==> src/rtl/tfda_pkg.sv <==
package tfda_pkg;

    localparam int OP_W = 3;
    localparam logic [OP_W-1:0] OP_FUEL  = 3'd0;
    localparam logic [OP_W-1:0] OP_TICK  = 3'd1;
    localparam logic [OP_W-1:0] OP_STOP  = 3'd2;
    localparam logic [OP_W-1:0] OP_STORE = 3'd3;
    localparam logic [OP_W-1:0] OP_CLEAR = 3'd4;

    localparam int CFG_IDX_W = 2;
    localparam logic [CFG_IDX_W-1:0] CFG_TICKS_PER_SECOND = 2'd0;
    localparam logic [CFG_IDX_W-1:0] CFG_STALE_TICKS      = 2'd1;
    localparam logic [CFG_IDX_W-1:0] CFG_DISTANCE_SCALE   = 2'd2;

    localparam logic [31:0] TPS_RESET   = 32'd1000000;
    localparam logic [31:0] STALE_RESET = 32'd200000;
    localparam logic [15:0] SCALE_RESET = 16'd910;

    localparam int GRAMS_W  = 26;
    localparam int RATE_W   = 24;
    localparam int DIST_W   = 34;
    localparam int MUL_W    = 32;
    localparam int PROD_W   = 2 * MUL_W;
    // dividend is grams * ticks_per_second with the /256 folded in
    localparam int DIVD_W   = GRAMS_W + 32 - 8;

    localparam logic [GRAMS_W:0]   FUEL_LIMIT_Q16 = 27'd65536000;
    localparam logic [DIST_W:0]    DIST_ONE_Q24   = 35'd16777216;
    localparam logic [DIST_W:0]    DIST_LIMIT_Q24 = 35'd16777216000;
    localparam logic [RATE_W-1:0]  RATE_MAX       = '1;

endpackage

==> src/rtl/tfda_mul.sv <==
module tfda_mul
(
    input  logic                         clk,
    input  logic                         enable,
    input  logic [tfda_pkg::MUL_W-1:0]   operand_a,
    input  logic [tfda_pkg::MUL_W-1:0]   operand_b,
    output logic [tfda_pkg::PROD_W-1:0]  product
);

    logic [tfda_pkg::PROD_W-1:0] product_reg;

    always_ff @(posedge clk)
    begin
        if (enable)
        begin
            product_reg <= tfda_pkg::PROD_W'(operand_a) * tfda_pkg::PROD_W'(operand_b);
        end
    end

    assign product = product_reg;

endmodule

==> src/rtl/tfda_div.sv <==
module tfda_div
(
    input  logic                          clk,
    input  logic                          rst_n,
    input  logic                          start,
    input  logic [tfda_pkg::DIVD_W-1:0]   dividend,
    input  logic [31:0]                   divisor,
    output logic [tfda_pkg::RATE_W-1:0]   quotient,
    output logic                          done
);

    localparam int QW = tfda_pkg::RATE_W;
    localparam int CW = $clog2(QW);
    localparam logic [1:0] DS_IDLE  = 2'd0;
    localparam logic [1:0] DS_CHECK = 2'd1;
    localparam logic [1:0] DS_STEP  = 2'd2;

    logic [1:0]                     state_reg;
    logic [CW-1:0]                  count_reg;
    logic                           done_reg;
    logic [tfda_pkg::DIVD_W-1:0]    dividend_reg;
    logic [31:0]                    divisor_reg;
    logic [31:0]                    rem_reg;
    logic [QW-1:0]                  shift_reg;

    logic [32:0] trial;
    logic [32:0] trial_diff;
    logic        trial_ge;
    logic        saturate;

    assign trial      = {rem_reg, shift_reg[QW-1]};
    assign trial_diff = trial - {1'b0, divisor_reg};
    assign trial_ge   = trial >= {1'b0, divisor_reg};
    // quotient overflows RATE_W bits iff the upper dividend part reaches the divisor
    assign saturate   = 32'(dividend_reg[tfda_pkg::DIVD_W-1:QW]) >= divisor_reg;

    always_ff @(posedge clk or negedge rst_n)
    begin
        if (!rst_n)
        begin
            state_reg <= DS_IDLE;
            count_reg <= '0;
            done_reg  <= 1'b0;
        end
        else
        begin
            done_reg <= 1'b0;
            unique case (state_reg)
                DS_IDLE:
                begin
                    if (start)
                    begin
                        state_reg <= DS_CHECK;
                    end
                end
                DS_CHECK:
                begin
                    count_reg <= '0;
                    if (saturate)
                    begin
                        done_reg  <= 1'b1;
                        state_reg <= DS_IDLE;
                    end
                    else
                    begin
                        state_reg <= DS_STEP;
                    end
                end
                DS_STEP:
                begin
                    count_reg <= count_reg + CW'(1);
                    if (count_reg == CW'(QW - 1))
                    begin
                        done_reg  <= 1'b1;
                        state_reg <= DS_IDLE;
                    end
                end
                default:
                begin
                    state_reg <= DS_IDLE;
                end
            endcase
        end
    end

    always_ff @(posedge clk)
    begin
        if (state_reg == DS_IDLE && start)
        begin
            dividend_reg <= dividend;
            divisor_reg  <= divisor;
        end
        if (state_reg == DS_CHECK)
        begin
            if (saturate)
            begin
                shift_reg <= tfda_pkg::RATE_MAX;
            end
            else
            begin
                rem_reg   <= 32'(dividend_reg[tfda_pkg::DIVD_W-1:QW]);
                shift_reg <= dividend_reg[QW-1:0];
            end
        end
        if (state_reg == DS_STEP)
        begin
            rem_reg   <= trial_ge ? trial_diff[31:0] : trial[31:0];
            shift_reg <= {shift_reg[QW-2:0], trial_ge};
        end
    end

    assign quotient = shift_reg;
    assign done     = done_reg;

endmodule

==> src/rtl/trip_fuel_distance_accumulator.sv <==
// Flow: a fuel pulse that needs a rate division goes from accept through multiply,
// update, the divider (setup, 24 quotient steps, done) and then output load; when
// the quotient saturates the divider skips its steps; every other item goes
// through multiply, update and output load. One item is in work at a time: a new
// item is taken only once the last result is loaded, which waits on out_ready.
// Reset (rst_n low, async): counts, remainders, flags clear, config back to reset.
module trip_fuel_distance_accumulator
#(
    parameter int CALLBACK_PERIOD_MS = 50
)
(
    input  logic                                 clk,
    input  logic                                 rst_n,

    input  logic                                 cfg_valid,
    output logic                                 cfg_ready,
    input  logic [tfda_pkg::CFG_IDX_W-1:0]       cfg_index,
    input  logic [31:0]                          cfg_data,

    input  logic                                 in_valid,
    output logic                                 in_ready,
    input  logic [2:0]                           operation,
    input  logic [25:0]                          fuel_grams_q16,
    input  logic [31:0]                          now_ticks,
    input  logic [15:0]                          vehicle_speed_q8,
    input  logic                                 engine_running,
    input  logic                                 write_accepted,

    output logic                                 out_valid,
    input  logic                                 out_ready,
    output logic [31:0]                          consumed_grams,
    output logic [31:0]                          distance_meters,
    output logic [31:0]                          ignition_seconds,
    output logic [31:0]                          engine_seconds,
    output logic [23:0]                          fuel_rate_q8,
    output logic                                 dirty_flag,
    output logic                                 write_request,
    output logic                                 fault_flag
);

    localparam logic [9:0] SECOND_COUNT = 10'(1000 / CALLBACK_PERIOD_MS);

    localparam logic [2:0] ST_IDLE   = 3'd0;
    localparam logic [2:0] ST_MUL    = 3'd1;
    localparam logic [2:0] ST_APPLY  = 3'd2;
    localparam logic [2:0] ST_DIV    = 3'd3;
    localparam logic [2:0] ST_FINISH = 3'd4;

    localparam int GW = tfda_pkg::GRAMS_W;
    localparam int DW = tfda_pkg::DIST_W;

    logic [2:0]   state_reg;

    // configuration
    logic [31:0]  tps_reg;
    logic [31:0]  stale_reg;
    logic [15:0]  scale_reg;

    // latched item
    logic [2:0]   op_reg;
    logic [GW-1:0] grams_reg;
    logic [31:0]  now_reg;
    logic [15:0]  speed_reg;
    logic         running_reg;
    logic         accepted_reg;
    logic         request_reg;

    // trip state
    logic [31:0]  gram_count_reg;
    logic [GW-1:0] fuel_rem_reg;
    logic [31:0]  meter_count_reg;
    logic [DW-1:0] dist_rem_reg;
    logic [31:0]  ignition_count_reg;
    logic [31:0]  running_count_reg;
    logic [9:0]   prescale_reg;
    logic [31:0]  last_pulse_reg;
    logic [tfda_pkg::RATE_W-1:0] rate_reg;
    logic         dirty_reg;
    logic         queued_reg;
    logic         seen_reg;
    logic         fault_reg;

    // result snapshot
    logic         out_valid_reg;
    logic [31:0]  out_grams_reg;
    logic [31:0]  out_meters_reg;
    logic [31:0]  out_ignition_reg;
    logic [31:0]  out_engine_reg;
    logic [tfda_pkg::RATE_W-1:0] out_rate_reg;
    logic         out_dirty_reg;
    logic         out_request_reg;
    logic         out_fault_reg;

    // shared units
    logic [tfda_pkg::MUL_W-1:0]  mul_a;
    logic [tfda_pkg::MUL_W-1:0]  mul_b;
    logic [tfda_pkg::PROD_W-1:0] mul_product;
    logic                        div_start;
    logic [tfda_pkg::RATE_W-1:0] div_quotient;
    logic                        div_done;

    // fuel path
    logic [GW:0]   fuel_sum;
    logic          fuel_fault;
    logic [31:0]   elapsed;
    logic          rate_stale;
    logic          rate_zero_gap;

    // distance path
    logic [DW:0]   dist_sum;
    logic          dist_fault;
    logic [DW:0]   dist_r;
    logic          dist_carry;
    logic [DW:0]   dist_dec;
    logic [DW-1:0] dist_left;
    logic [9:0]    prescale_inc;
    logic          second_hit;

    logic          in_fire;
    logic          out_load;

    assign in_ready  = (state_reg == ST_IDLE);
    assign in_fire   = in_valid && in_ready;
    assign cfg_ready = 1'b1;
    assign out_load  = (state_reg == ST_FINISH) && (!out_valid_reg || out_ready);

    assign mul_a = (op_reg == tfda_pkg::OP_FUEL) ? 32'(grams_reg) : 32'(speed_reg);
    assign mul_b = (op_reg == tfda_pkg::OP_FUEL) ? tps_reg : 32'(scale_reg);

    tfda_mul u_mul
    (
        .clk       (clk),
        .enable    (state_reg == ST_MUL),
        .operand_a (mul_a),
        .operand_b (mul_b),
        .product   (mul_product)
    );

    assign fuel_sum      = {1'b0, fuel_rem_reg} + {1'b0, grams_reg};
    assign fuel_fault    = fuel_sum > tfda_pkg::FUEL_LIMIT_Q16;
    assign elapsed       = now_reg - last_pulse_reg;
    assign rate_stale    = elapsed > stale_reg;
    assign rate_zero_gap = (elapsed == 32'd0);

    assign div_start = (state_reg == ST_APPLY) && (op_reg == tfda_pkg::OP_FUEL)
                       && !fuel_fault && !rate_stale && !rate_zero_gap;

    tfda_div u_div
    (
        .clk      (clk),
        .rst_n    (rst_n),
        .start    (div_start),
        .dividend (mul_product[tfda_pkg::DIVD_W+7:8]),
        .divisor  (elapsed),
        .quotient (div_quotient),
        .done     (div_done)
    );

    assign dist_sum   = {1'b0, dist_rem_reg} + (DW+1)'(mul_product[31:0]);
    assign dist_fault = dist_sum > tfda_pkg::DIST_LIMIT_Q24;
    assign dist_r     = dist_fault ? '0 : dist_sum;
    assign dist_carry = dist_r > tfda_pkg::DIST_ONE_Q24;
    assign dist_dec   = dist_r - (DW+1)'(1);
    // remainder after carrying all but the last partial metre lands in (0, 1]
    assign dist_left  = DW'(dist_dec[23:0]) + DW'(1);

    assign prescale_inc = prescale_reg + 10'd1;
    assign second_hit   = (prescale_inc == SECOND_COUNT);

    always_ff @(posedge clk or negedge rst_n)
    begin
        if (!rst_n)
        begin
            state_reg          <= ST_IDLE;
            tps_reg            <= tfda_pkg::TPS_RESET;
            stale_reg          <= tfda_pkg::STALE_RESET;
            scale_reg          <= tfda_pkg::SCALE_RESET;
            gram_count_reg     <= '0;
            fuel_rem_reg       <= '0;
            meter_count_reg    <= '0;
            dist_rem_reg       <= '0;
            ignition_count_reg <= '0;
            running_count_reg  <= '0;
            prescale_reg       <= '0;
            last_pulse_reg     <= '0;
            rate_reg           <= '0;
            dirty_reg          <= 1'b0;
            queued_reg         <= 1'b0;
            seen_reg           <= 1'b0;
            fault_reg          <= 1'b0;
            out_valid_reg      <= 1'b0;
        end
        else
        begin
            if (cfg_valid && cfg_ready)
            begin
                unique case (cfg_index)
                    tfda_pkg::CFG_TICKS_PER_SECOND: tps_reg   <= cfg_data;
                    tfda_pkg::CFG_STALE_TICKS:      stale_reg <= cfg_data;
                    tfda_pkg::CFG_DISTANCE_SCALE:   scale_reg <= cfg_data[15:0];
                    default:                        ;
                endcase
            end

            if (out_load)
            begin
                out_valid_reg <= 1'b1;
            end
            else if (out_ready)
            begin
                out_valid_reg <= 1'b0;
            end

            unique case (state_reg)
                ST_IDLE:
                begin
                    if (in_fire)
                    begin
                        state_reg <= ST_MUL;
                    end
                end
                ST_MUL:
                begin
                    state_reg <= ST_APPLY;
                end
                ST_APPLY:
                begin
                    state_reg <= div_start ? ST_DIV : ST_FINISH;
                    unique case (op_reg)
                        tfda_pkg::OP_FUEL:
                        begin
                            queued_reg <= 1'b0;
                            seen_reg   <= 1'b1;
                            if (fuel_fault)
                            begin
                                fault_reg    <= 1'b1;
                                fuel_rem_reg <= fuel_sum[GW] ? '1 : fuel_sum[GW-1:0];
                            end
                            else
                            begin
                                if (fuel_sum[GW:16] != '0)
                                begin
                                    gram_count_reg <= gram_count_reg + 32'(fuel_sum[GW:16]);
                                    dirty_reg      <= 1'b1;
                                end
                                fuel_rem_reg   <= GW'(fuel_sum[15:0]);
                                last_pulse_reg <= now_reg;
                                if (rate_stale)
                                begin
                                    rate_reg <= '0;
                                end
                                else if (rate_zero_gap)
                                begin
                                    rate_reg <= tfda_pkg::RATE_MAX;
                                end
                            end
                        end
                        tfda_pkg::OP_TICK:
                        begin
                            if (dist_fault)
                            begin
                                fault_reg <= 1'b1;
                            end
                            if (dist_carry)
                            begin
                                meter_count_reg <= meter_count_reg
                                                   + 32'(dist_dec[DW:24]);
                                dist_rem_reg    <= dist_left;
                            end
                            else
                            begin
                                dist_rem_reg <= dist_r[DW-1:0];
                            end
                            if (second_hit)
                            begin
                                prescale_reg       <= '0;
                                ignition_count_reg <= ignition_count_reg + 32'd1;
                                if (running_reg)
                                begin
                                    running_count_reg <= running_count_reg + 32'd1;
                                    queued_reg        <= 1'b0;
                                    seen_reg          <= 1'b1;
                                end
                            end
                            else
                            begin
                                prescale_reg <= prescale_inc;
                            end
                            if (dist_carry || second_hit)
                            begin
                                dirty_reg <= 1'b1;
                            end
                        end
                        tfda_pkg::OP_STOP:
                        begin
                            if (seen_reg && !queued_reg && dirty_reg && accepted_reg)
                            begin
                                queued_reg <= 1'b1;
                            end
                        end
                        tfda_pkg::OP_STORE:
                        begin
                            dirty_reg <= 1'b0;
                        end
                        tfda_pkg::OP_CLEAR:
                        begin
                            gram_count_reg     <= '0;
                            fuel_rem_reg       <= '0;
                            meter_count_reg    <= '0;
                            dist_rem_reg       <= '0;
                            ignition_count_reg <= '0;
                            running_count_reg  <= '0;
                            prescale_reg       <= '0;
                            rate_reg           <= '0;
                            last_pulse_reg     <= now_reg;
                            dirty_reg          <= 1'b1;
                            queued_reg         <= 1'b0;
                            seen_reg           <= 1'b0;
                        end
                        default:
                        begin
                        end
                    endcase
                end
                ST_DIV:
                begin
                    if (div_done)
                    begin
                        rate_reg  <= div_quotient;
                        state_reg <= ST_FINISH;
                    end
                end
                ST_FINISH:
                begin
                    if (out_load)
                    begin
                        state_reg <= ST_IDLE;
                    end
                end
                default:
                begin
                    state_reg <= ST_IDLE;
                end
            endcase
        end
    end

    // item latch, request flag and result snapshot
    always_ff @(posedge clk)
    begin
        if (in_fire)
        begin
            op_reg       <= operation;
            grams_reg    <= fuel_grams_q16;
            now_reg      <= now_ticks;
            speed_reg    <= vehicle_speed_q8;
            running_reg  <= engine_running;
            accepted_reg <= write_accepted;
        end
        if (state_reg == ST_APPLY)
        begin
            request_reg <= (op_reg == tfda_pkg::OP_STOP) && seen_reg && !queued_reg
                           && dirty_reg && accepted_reg;
        end
        if (out_load)
        begin
            out_grams_reg    <= gram_count_reg;
            out_meters_reg   <= meter_count_reg;
            out_ignition_reg <= ignition_count_reg;
            out_engine_reg   <= running_count_reg;
            out_rate_reg     <= rate_reg;
            out_dirty_reg    <= dirty_reg;
            out_request_reg  <= request_reg;
            out_fault_reg    <= fault_reg;
        end
    end

    assign out_valid        = out_valid_reg;
    assign consumed_grams   = out_grams_reg;
    assign distance_meters  = out_meters_reg;
    assign ignition_seconds = out_ignition_reg;
    assign engine_seconds   = out_engine_reg;
    assign fuel_rate_q8     = out_rate_reg;
    assign dirty_flag       = out_dirty_reg;
    assign write_request    = out_request_reg;
    assign fault_flag       = out_fault_reg;

endmodule
==> config.mk <==
export PLATFORM = sky130hd
export DESIGN_NAME = trip_fuel_distance_accumulator
export DESIGN_NICKNAME = d
export VERILOG_FILES = /design/src/rtl/tfda_pkg.sv /design/src/rtl/tfda_mul.sv /design/src/rtl/tfda_div.sv /design/src/rtl/trip_fuel_distance_accumulator.sv
export SDC_FILE = /design/constraint.sdc
export NUM_CORES = 2
export LEC_CHECK = 0
export BUFFER_PORTS_ARGS = -buffer_cell sky130_fd_sc_hd__buf_2
export CORE_ASPECT_RATIO = 1.25
export CORE_MARGIN = 2
export CORE_UTILIZATION = 50
export CTS_BUF_LIST = sky130_fd_sc_hd__clkbuf_2 sky130_fd_sc_hd__clkbuf_4 sky130_fd_sc_hd__clkbuf_8
export CTS_CLUSTER_SIZE = 25
export DETAILED_ROUTE_END_ITERATION = 16
export PLACE_DENSITY = 0.67
export SLEW_MARGIN = 25
export SYNTH_ARGS = -nofsm -noshare
export SYNTH_HDL_FRONTEND = slang
export SYNTH_SLANG_ARGS = --single-unit
==> constraint.sdc <==
create_clock -name clk -period 11.8 [get_ports clk]
set_clock_uncertainty 0.05 [all_clocks]
set_input_delay 0 -clock clk [delete_from_list [all_inputs] [get_ports clk]]
set_output_delay 0 -clock clk [all_outputs]
set_load 0.05 [all_outputs]
**After elaboration in Yosys (flattened, before gate mapping)**

Index checks and enable logic that the tools add are counted.

- $add $sub $neg: 12
- Multipliers: 1
- $lt $le $gt $ge: 6
- Eq/ne operators: 32
- Muxes and demuxes: 64
- Reductions and logical operators: 55

Operator list:

| cell | count |
|---|---|
| $mux 32 | 12 |
| $pmux 32 s2 | 5 |
| $mux 24 | 7 |
| $pmux 24 s2 | 2 |
| $mux 26 | 3 |
| $pmux 34 s2 | 1 |
| $add 32x1->32 const B | 2 |
| $add 32x11->32 | 2 |
| $sub 32x32->32 | 2 |
| $mul 26x32->58 | 1 |
| $pmux 26 s2 | 1 |
| $add 34x32->35 | 1 |
| $gt 35x25->1 const B | 1 |
| $gt 35x34->1 const B | 1 |
| $mux 35 | 1 |
| $sub 35x1->35 const B | 1 |
| $mux 34 | 1 |
| $ge 33x32->1 | 1 |
| $ge 26x32->1 | 1 |
| $gt 32x32->1 | 1 |
| $logic_not 32->1 | 1 |
| $add 26x26->27 | 1 |
| $gt 27x26->1 const B | 1 |
| $add 24x1->25 const B | 1 |
| 39 further kinds | 119 |

- Bits in registers: 781
- Output and inout bits: 158
- Word-level logic and storage cells: 211

**Logic depth before layout (Yosys ltp)**

- Depth after elaboration: 8
- Gate-level depth with buffers: 42
- Gate-level depth less buffers: 39

**Modules after synthesis**

Synthesis repeated with hierarchy kept, for this count alone.

- Cells, all modules: 7,487
- Area total of the unflattened synthesis: 74,759.2 um2

By module, submodules not included:

| module | instances | cells an instance | area each (um2) | sequential area each (um2) |
|---|---|---|---|---|
| tfda_mul | 1 | 3,812 | 35,494.0 | 1,921.8 |
| trip_fuel_distance_accumulator | 1 | 2,980 | 31,328.8 | 15,638.7 |
| tfda_div | 1 | 695 | 7,936.4 | 4,344.2 |

**Worst setup path before layout**

No wires, ideal clock.

- Path type: register to register
- Start point: register op_reg[1]
- End point: register u_mul.product_reg (netlist bit u_mul.product[55]), data pin
- Data arrival time: 8.730 ns
- Path slack: 2.763 ns
- Stages on the path, launching flop included: 35
- Cells stage by stage: edfxtp_1 > clkbuf_1 > nor3_1 > clkbuf_1 > clkbuf_1 > nand2_1 > nand2_1 > clkbuf_1 > nand2_1 > fa_1 > inv_1 > fa_1 > fa_1 > inv_1 > fa_1 > fa_1 > inv_1 > fa_1 > fa_1 > ha_1 > a21o_1 > a21oi_1 > nor2b_1 > o21ai_0 > nand2_1 > a221o_1 > a211oi_1 > o21ai_0 > a211oi_1 > o2111ai_1 > a41oi_1 > o21ai_0 > a31o_2 > a21oi_1 > xnor2_1

- Cells in the longest elaborated chain, start to end: 3
- Elaborated cells between the ends (all ways): 4
- Classes of those cells: mul (1); mux (2); reduce/logical (1)

RTL lines:

| what | line | text |
|---|---|---|
| from (decl) | trip_fuel_distance_accumulator.sv:60 | `logic [2:0] op_reg;` |
| from (signal assigned) | trip_fuel_distance_accumulator.sv:353 | `op_reg <= operation;` |
| $logic_not 3->1 (*) | trip_fuel_distance_accumulator.sv:127, trip_fuel_distance_accumulator.sv:128 |  |
| $mux 26 or $mux 32 (tied branches) | trip_fuel_distance_accumulator.sv:127, trip_fuel_distance_accumulator.sv:128 |  |
| $mul 26x32->58 (*) | tfda_mul.sv:16 | `product_reg <= tfda_pkg::PROD_W'(operand_a) * tfda_pkg::PROD_W'(operand_b);` |
| to (signal assigned) | tfda_mul.sv:16 |  |
| to (decl) | tfda_mul.sv:10 | `logic [tfda_pkg::PROD_W-1:0] product_reg;` |

Mark *: on every way between the ends. The rest lies on a longest branch, timed or not.
A chain may end at the register's enable or synchronous reset.

**Worst setup path in the final report**

- Start point: register op_reg[2]
- End point: register u_mul.product_reg (netlist bit u_mul.product[55]), data pin

The elaborated chain is that of the path after synthesis.

==> out/results.ini <==
[floorplanning]
die_h_microns=411
dieArea_sq_um=135000
placementRows=149
core_area_sq_um=132000
start_util=0.503
ios=276
die_w_microns=330

[timing]
relSlewSlack=0.209
finalCritPeriodShare=0.925
timing_max_transition_violations_final=0
final.setup.tns_ps=0
worst_pin_slew_ps=1180
hold_viol_final=0
grt_setup_unrepaired=false
setup_ws_ps=890
setup_viol=0
min_period_ps=10910
clock.fmax_mhz=91.7

[setup_path]
crit_type=flip-flop to flip-flop
crit_family=compound AO/OA/AOI/OAI gates
r2r-start=op_reg[2]
r2r_end=u_mul.product[55]
slowest_delay_ps=810
required_ps=12360
end_kind=flip-flop
critPathSlowestCell=a211oi_1
reg2reg_slack_ps=890
crit_path_frequent_cell=fa_1
arrival_ps=11470
r2r_cells=30
worst-path-max-fanout=85
path_buf_inv=2
cp-start-kind=flip-flop

[grt]
grt_start_max_net_pins=152
grt_pass1_wl_microns=310000
grt_pass1_vias=53200
overflow=0
grtUsageTotal=0.304
antenna_found_initial=6

[cts]
cts_tree=done
cts_inserted_buffers=131
post_cts_buffers=0
clock_path_buffers=3
root_buffer=clkbuf_8
cts.sinks=781
postCtsHoldBufs=233
cts_resized=0
h-tree-depth=4
clkLatencyLatePin_ps=880
clkSlewWorstSetupHoldPaths_ps=70

[logic_synthesis]
ys_warn_count=0
synth.most_common_cell=inv_1
yosys-top-cells-area=fa_1 (22%), edfxtp_1 (20%), dfrtp_1 (13%)
avgSynthCellArea_sq_um=9.90
synth_edf_count=431
synth_common_cells=inv_1 (947), nand2_1 (904), fa_1 (724)
synth-main-ff-cell=edfxtp_1
synthCells=6688
yosysTopAreaCell=fa_1
synth-seq-cells=781
synth_area_sq_um=66200
synth.yosys.seq_area_share=0.328
synth_fp_nets=7941
yosysUniqueCellTypes=96
synth_top_area_share=0.219
async_reset_ff_frac=0.448

[detailed_routing]
ant_nets=0
vias_per_cell=5.75
dr.pass1.iters=6
via_count=51700
drc=0
routed_wl_microns=204000
drt_iter0_markers=3969
wl_per_cell_microns=22.7

[worst_hold_path]
holdPathStages=3
hp-class=primary input to flip-flop
worstHoldStart=cfg_data[15]
hold-path-endpoint=scale_reg[15]

[final_layout]
synthToLayoutAreaGrowth_pct=13.1
fin_util=0.569
finish.net_count=8383
largest_reg_flops=58
drive_above_1_share=0.107

[place]
post-place-ws_ps=1170
port_buffers=274
gp_congestion=0.986
dp_hpwl_microns=154000

[run]
maxCapViolCount=0

[status]
status=finished, final reports clean

[layout by cell type (no fill, tap or decap), types with 17 or more instances in the layout]
cell type        n
o21bai_1        26
clkbuf_4        40
mux2i_1         59
buf_4           94
nor4_1          18
inv_1          947
dfstp_2         19
and2_1          52
o211ai_1        26
ha_1           410
xor2_1         121
nand2_1        903
dfrtp_1        331
o21ai_0        246
o21a_1          48
clkbuf_8       152
nor2b_1         43
fa_1           724
nand2b_1        35
and3_1         300
nor3_1          76
edfxtp_1       431
nand4_1         47
mux2_2          92
a21oi_1        272
a21o_1         111
a211oi_1        25
buf_2          273
or3_1           32
o31ai_1         33
and4_1          20
clkinv_2        17
xnor2_1        136
nor2_1         385
dlygate4sd3_1  232
nand3_1        132
a31oi_1         34
[worst max-delay path by stage]
stage,slack [ps],start,cells past startpoint,to
after floorplan,2760,op_reg[1],34,u_mul.product[55]
after global placement,1400,op_reg[2],31,u_mul.product[55]
after detailed placement,1170,op_reg[2],31,u_mul.product[55]
after CTS,1120,op_reg[2],31,u_mul.product[55]
after global routing,590,op_reg[2],32,u_mul.product[55]
final,890,op_reg[2],30,u_mul.product[55]
[tightest hold or removal path: stages]
cell and delay, ps:
dlygate4sd3_1 640, buf_2 200, mux2_2 150
[cell type report]
class,count,area [sq um]
Timing Repair Buffer,606,4520
Antenna cell,9,22.5
Clock inverter,50,598
Multi-Input combinational cell,4662,39900
Fill cell,11500,56700
Sequential cell,781,21700
Clock buffer,192,2390
Inverter,948,3560
Tap cell,1736,2170
[kinds of logic (layout without fill, tap and decap cells)]
logic type	Yosys count	after routing	synth area share
simple gates	2130	2130	0.151
buf+inv	1245	1796	0.0709
fa+ha+maj	1135	1135	0.297
compound gates	987	987	0.0948
flops	781	781	0.328
xor+xnor	258	258	0.0342
mux	151	151	0.0246
other cells	1	10	0.0000566
[per-stage QoR]
stage,area [sq um],hold WS [ps],cells
final,74900,133,8984
after global routing,74900,57.6,8976
after CTS,74900,7.43,8975
after detailed placement,69500,-16.7,8500
after global placement,69500,-17.6,8500
after floorplan,66200,-346,6688
[metal layers]
layer / vias up / GRT usage / share of wire
met1: 25800 / 0.360 / 0.37
li1: 23100 / - / -
met3: 685 / 0.0413 / 0.061
met4: 4 / 0.211 / 0.077
met5: - / 0 / 0.000098
met2: 2053 / 0.513 / 0.49
Power is not shown: default switching activity piles up to over one toggle a cycle in this logic, so the estimate is an artifact.
